**src/rtl/psc_pkg.sv**
```systemverilog
// Package: transaction types and fixed-point constants of the parabolic sine/cosine block.
package psc_pkg;

    typedef struct packed {
        logic               command;
        logic signed [15:0] angle;
    } t_psc_in;

    typedef struct packed {
        logic signed [15:0] value;
        logic               saturated;
    } t_psc_out;

    localparam logic CMD_SINE   = 1'b0;
    localparam logic CMD_COSINE = 1'b1;

    localparam int unsigned LATENCY = 8;

    // Q2.14 coefficients, pi/2 in Q3.12
    localparam logic signed [15:0] COEF_B      = 16'sd20861;
    localparam logic signed [13:0] COEF_C      = -14'sd6640;
    localparam logic signed [12:0] COEF_P      = 13'sd3686;
    localparam logic signed [16:0] HALF_PI_Q12 = 17'sd6434;

endpackage

```
**src/rtl/parabolic_sine_cosine.sv**
```systemverilog
// Top level: eight-stage pipelined parabolic sine/cosine approximation.
//
// channel   direction  handshake            payload
// command   in         start (busy = 0)     i_cmd    (t_psc_in)
// result    out        o_strobe, 1 cycle    o_result (t_psc_out)
//
// The strobe is the last of eight valid bits, in step with the stage-8 result register; one transaction per cycle.
// The depth is set by the chain of four multiplies, each followed by a rounding stage.
// busy is always low: the pipeline never stops and the receiver cannot stall.
// Synchronous reset clears the valid bits; transactions in flight are dropped.
module parabolic_sine_cosine
    import psc_pkg::*;
(
    input  logic     i_clk,
    input  logic     i_rst_n,
    input  logic     start,
    output logic     busy,
    input  t_psc_in  i_cmd,
    output logic     o_strobe,
    output t_psc_out o_result
);

    logic [LATENCY-1:0] r_vld;

    // stage 1: cosine offset and clamp
    logic signed [16:0] n1_sum;
    logic signed [15:0] r1_x;
    logic               r1_sat;
    // stage 2: B*x and x*|x|
    logic signed [16:0] n2_xa;
    logic signed [31:0] r2_pbx;
    logic signed [33:0] r2_pxx;
    logic               r2_sat;
    // stage 3: round, C*sq
    logic signed [31:0] n3_t1r;
    logic signed [33:0] n3_sqr;
    logic signed [21:0] n3_sq;
    logic signed [19:0] r3_t1;
    logic signed [35:0] r3_p2;
    logic               r3_sat;
    // stage 4: y
    logic signed [35:0] n4_t2r;
    logic signed [19:0] n4_t2;
    logic signed [21:0] r4_y;
    logic               r4_sat;
    // stage 5: y*|y|
    logic signed [22:0] n5_ya;
    logic signed [44:0] r5_pyy;
    logic signed [21:0] r5_y;
    logic               r5_sat;
    // stage 6: d = yy - y
    logic signed [44:0] n6_yyr;
    logic signed [30:0] n6_yy;
    logic signed [31:0] r6_d;
    logic signed [21:0] r6_y;
    logic               r6_sat;
    // stage 7: P*d
    logic signed [44:0] r7_pd;
    logic signed [21:0] r7_y;
    logic               r7_sat;
    // stage 8: sum and saturate
    logic signed [44:0] n8_rpr;
    logic signed [30:0] n8_rp;
    logic signed [31:0] n8_r;
    t_psc_out           r8_out;

    assign busy = 1'b0;

    always_ff @(posedge i_clk) begin
        if (!i_rst_n) begin
            r_vld <= '0;
        end else begin
            r_vld <= {r_vld[LATENCY-2:0], start & ~busy};
        end
    end

    assign n1_sum = {i_cmd.angle[15], i_cmd.angle} + HALF_PI_Q12;

    always_ff @(posedge i_clk) begin
        if (i_cmd.command == CMD_COSINE) begin
            if (n1_sum > 17'sd32767) begin
                r1_x   <= 16'sh7FFF;
                r1_sat <= 1'b1;
            end else begin
                r1_x   <= n1_sum[15:0];
                r1_sat <= 1'b0;
            end
        end else begin
            r1_x   <= i_cmd.angle;
            r1_sat <= 1'b0;
        end
    end

    assign n2_xa = r1_x[15] ? -{r1_x[15], r1_x} : {r1_x[15], r1_x};

    always_ff @(posedge i_clk) begin
        r2_pbx <= COEF_B * r1_x;
        r2_pxx <= r1_x * n2_xa;
        r2_sat <= r1_sat;
    end

    assign n3_t1r = r2_pbx + 32'sd2048;
    assign n3_sqr = r2_pxx + 34'sd512;
    assign n3_sq  = n3_sqr[31:10];

    always_ff @(posedge i_clk) begin
        r3_t1  <= n3_t1r[31:12];
        r3_p2  <= COEF_C * n3_sq;
        r3_sat <= r2_sat;
    end

    assign n4_t2r = r3_p2 + 36'sd8192;
    assign n4_t2  = n4_t2r[33:14];

    always_ff @(posedge i_clk) begin
        r4_y   <= {{2{r3_t1[19]}}, r3_t1} + {{2{n4_t2[19]}}, n4_t2};
        r4_sat <= r3_sat;
    end

    assign n5_ya = r4_y[21] ? -{r4_y[21], r4_y} : {r4_y[21], r4_y};

    always_ff @(posedge i_clk) begin
        r5_pyy <= r4_y * n5_ya;
        r5_y   <= r4_y;
        r5_sat <= r4_sat;
    end

    assign n6_yyr = r5_pyy + 45'sd8192;
    assign n6_yy  = n6_yyr[44:14];

    always_ff @(posedge i_clk) begin
        r6_d   <= {n6_yy[30], n6_yy} - {{10{r5_y[21]}}, r5_y};
        r6_y   <= r5_y;
        r6_sat <= r5_sat;
    end

    always_ff @(posedge i_clk) begin
        r7_pd  <= COEF_P * r6_d;
        r7_y   <= r6_y;
        r7_sat <= r6_sat;
    end

    assign n8_rpr = r7_pd + 45'sd8192;
    assign n8_rp  = n8_rpr[44:14];
    assign n8_r   = {n8_rp[30], n8_rp} + {{10{r7_y[21]}}, r7_y};

    always_ff @(posedge i_clk) begin
        priority if (n8_r > 32'sd32767) begin
            r8_out.value     <= 16'sh7FFF;
            r8_out.saturated <= 1'b1;
        end else if (n8_r < -32'sd32768) begin
            r8_out.value     <= -16'sh8000;
            r8_out.saturated <= 1'b1;
        end else begin
            r8_out.value     <= n8_r[15:0];
            r8_out.saturated <= r7_sat;
        end
    end

    assign o_strobe = r_vld[LATENCY-1];
    assign o_result = r8_out;

endmodule

```
**config.mk**
```make
export PLATFORM = sky130hd
export DESIGN_NAME = parabolic_sine_cosine
export DESIGN_NICKNAME = d
export VERILOG_FILES = /design/src/rtl/psc_pkg.sv /design/src/rtl/parabolic_sine_cosine.sv
export SDC_FILE = /design/constraint.sdc
export NUM_CORES = 2
export LEC_CHECK = 0
export BUFFER_PORTS_ARGS = -buffer_cell sky130_fd_sc_hd__buf_4
export CORE_AREA = 4 4 351 353
export CTS_CLUSTER_DIAMETER = 60
export CTS_CLUSTER_SIZE = 30
export DETAILED_ROUTE_END_ITERATION = 8
export DIE_AREA = 0 0 355 357
export MAX_ROUTING_LAYER = met4
export PLACE_DENSITY = 0.63
export SYNTH_ARGS = -nofsm -noshare
export SYNTH_HDL_FRONTEND = slang
export SYNTH_SLANG_ARGS = --single-unit
```
**constraint.sdc**
```tcl
create_clock -name i_clk -period 10.05 [get_ports i_clk]
set_input_delay 0.5025 -clock i_clk [delete_from_list [all_inputs] [get_ports i_clk]]
set_output_delay 0.5025 -clock i_clk [all_outputs]
set_load 0.02 [all_outputs]
```
==> key figures <==
Worst setup path
  • CP dominant cell by count: fa_1
  • Crit. End Element: flip-flop
  • Crit start category: flip-flop
  • Crit-path max FO: 5
  • Critical path's slowest cell: fa_1
  • Max stage delay on crit path: ~0.53 ns
  • WP data arrival: between 10 and 15 ns
  • Worst EP required: approximately 11 ns
  • Crit Path Class: reg2reg

Synthesis
  • Simple-gate share of the synthesized area: 12.69%
  • Average size of a mapped cell: ~9.3 um^2
  • Cell count after synthesis: roughly 5800
  • Most frequent cells after synthesis: 1371 x inv_1, 1024 x fa_1, 638 x ha_1, 546 x nand2_1, 312 x dfxtp_1
  • #FFs+latches synth: about 310
  • Synth warn: 0
  • Mux share of post-synthesis cell area: less than 1%
  • Synth top area share: 38.15%
  • Sequential-to-total area share from yosys stat: a little under an eighth
  • Main combinational cell family by area after synthesis: adder cells
  • Synth area leader: fa_1
  • Synth area leaders: fa_1 38%, ha_1 15%, dfxtp_1 12%
  • Top FF cell, synth: dfxtp_1
  • Number of enable flip-flop cells after synthesis: 0
  • Post-Synth XOR/XNOR Area: between 5 and 6%
  • Post-Syn Area: around 54000 um^2
  • Netlist cell types: around 90
  • Count leader, synth: inv_1
  • Async set-reset flop share out of synthesis: 0%
  • Adder-cell share of the synthesized area: between 50% and 60%
  • Synth Area in Compound Gates: 6.024%

Clocking
  • Worst-Skew Late Latency: about 0.6 ns
  • Number of buffers created by CTS: 36
  • Num Clock Sinks: between 300 and 400
  • Worst-path clk slew: around 0.07 ns
  • TritonCTS clock tree: built
  • Longest Clk Path Bufs: 3
  • CTS Root Cell: clkbuf_16
  • Htree depth: 2

Global routing
  • GRT Total Usage: 21.00%
  • Vias in the first global route: 40860
  • Initial antenna violation count: 1
  • First-pass GRT wire length: 208900 um
  • Largest net degree at the start of global routing: 39
  • Global route total overflow: 0

Floorplanning
  • Die area: 126700 um^2
  • Starting density of the core: 44.85%
  • # IOs: 39
  • Die width: 355 um
  • Num rows: approximately 130
  • Die Y-Extent: between 300 and 400 um
  • Core ar.: roughly 120000 um^2

STA
  • Fmax: around 100 MHz
  • Max_slew headroom: between 20% and 30%
  • Slew at the pin closest to its max-slew limit: between 1 and 1.5 ns
  • Setup WS post-layout: 0.4061 ns
  • RSZ-0062 raised after global routing: yes
  • Setup TNS: 0 ns
  • Hold Vio Cnt, Final: 0
  • Slew Limit Fails: 0
  • Min Tclk post-route: 9.644 ns
  • Final setup viols: 0
  • Final setup skew: between 0.03 and 0.04 ns
  • Final worst-path cycle share: 95.96%

Final layout
  • Share of cells above drive strength 1: ~5.4%
  • Non-filler cells, final: roughly 7600
  • Fin util: between 40% and 50%
  • Area Overhead vs Synth: 8.669%
  • NumNets Final: 7632

Placed design
  • Dpl hpwl: between 100000 and 150000 um
  • Input/output buffers: 37
  • RePlAce Congestion: around 0.91
  • Placed Cells incl. Taps: about 7500
  • DP Worst Slack: -0.1490 ns

Drt
  • Vias: about 38000
  • Final routed DRC violation total: 0
  • Vias/cell: just under 5
  • Initial DRC count: roughly 1800
  • Routed Antenna Nets: 0
  • M1 wire length: 53550 um
  • Routed length on met2: between 50000 and 60000 um
  • Routed len/inst: roughly 16 um
  • WL final: 122700 um
  • DRT Pass-1 Iters: 7
  • Metal3 WL: about 6000 um
  • Top sig layer: met4

Min path
  • Hold Path Class: in2reg

Run
  • Max Cap Violations: 0

Run status
  • Status: finished, final reports clean
==> path summary, 6_finish.rpt <==
path                                       from                  end  slack (ns)  cells past startpoint
worst max-delay path            r4_y[0]$_DFF_P_   r5_pyy[41]$_DFF_P_        0.41                     38
worst min-delay path                      start  r_vld[0]$_SDFF_PN0_        0.13                      2
worst min register to register   r3_sat$_DFF_P_       r4_sat$_DFF_P_        0.33                      0
worst max register to register  r4_y[0]$_DFF_P_   r5_pyy[41]$_DFF_P_        0.41                     38
==> layer usage <==
layer,global-route usage [%],up-vias
met2,35.83,845
met1,26.49,18620
li1,-,17920
met3,2.432,199
met4,5.991,0
met5,-,-
==> state kept, by name, summed over array words and instances (netlist names), 8 cells and up <==
register and cells:
o_result 17, r1_x 16, r2_pbx 21, r2_pxx 23, r3_p2 21, r3_t1 20, r4_y 21, r5_pyy 31
r5_y 21, r6_d 32, r6_y 21, r7_pd 32, r7_y 21, r_vld 8
==> critical path, delay by kind of cell (launching register included) <==
kind	cells	cell delay, ns
AOI/OAI and AO/OA	8	1.64
xor gates and xnor gates	2	0.31
adders and majority gates	9	3.70
buffers and inverters	8	0.72
DFF	1	0.34
and+or+nand+nor	11	2.89
==> placed cells by master, fill, tap and decap left out, types with 7 or more instances in the layout <==
cell | synthesis | routed
clkbuf_16 | 0 | 37
a211o_1 | 7 | 7
and4_1 | 10 | 10
nand3_1 | 100 | 100
conb_1 | 2 | 91
nand2b_1 | 27 | 27
or2_2 | 17 | 17
nor2_1 | 282 | 281
inv_1 | 1371 | 1368
nor2b_1 | 42 | 42
o21ai_0 | 95 | 91
o211ai_1 | 12 | 12
a31oi_1 | 22 | 22
and2_1 | 206 | 203
xor2_1 | 110 | 110
nand4_1 | 34 | 34
or3_4 | 7 | 8
a41oi_1 | 7 | 7
nor3_1 | 54 | 54
dfxtp_1 | 312 | 310
a21o_1 | 57 | 57
xnor2_1 | 251 | 245
a211oi_1 | 26 | 26
o21a_1 | 36 | 36
or3_1 | 19 | 18
and3_1 | 48 | 47
fa_1 | 1024 | 1022
a21oi_1 | 144 | 143
nand2_1 | 546 | 544
nor4_1 | 10 | 10
o31ai_1 | 9 | 8
a21boi_0 | 11 | 10
o21bai_1 | 9 | 9
ha_1 | 638 | 636
buf_4 | 1 | 172
==> metrics by stage <==
stage | cell area, um^2 | hold WS [ns]
final | 58390 | 0.1278
after global routing | 58390 | 0.1121
after CTS | 58210 | 0.07920
after detailed placement | 56890 | 0.3121
after global placement | 56890 | 0.3121
after floorplan | 54070 | 0.3096
==> logic make-up after synthesis <==
logic type | after synthesis
adders and majority gates | 1662
other | 2
DFF | 312
and+or+nand+nor | 1428
xor gates and xnor gates | 363
buffers and inverters | 1506
AOI/OAI and AO/OA | 497
muxes | 6
==> layout make-up <==
cell class              instances  area, um^2
fillers                     11340       61420
multi-input cells            4048       42330
flip-flops and latches        312        6248
inverters                    1377        5169
well taps                    1612        2017
repair buffers                175        1338
clock buffers                  38       929.6
clock inverters                28       362.8
diodes                          2       5.005
==> repair_timing <==
action / CTS / global route
buffers inserted: 0 / 2
cloned: 0 / 1
endpoints found under the setup margin: 4 / 6
resized for setup: 4 / 42
hold buffers: 0 / 0
pin swaps: 0 / 13
Power is left out: the tool's default activity adds up to more than one toggle a clock period on the data nets, which glitch-free logic cannot reach.
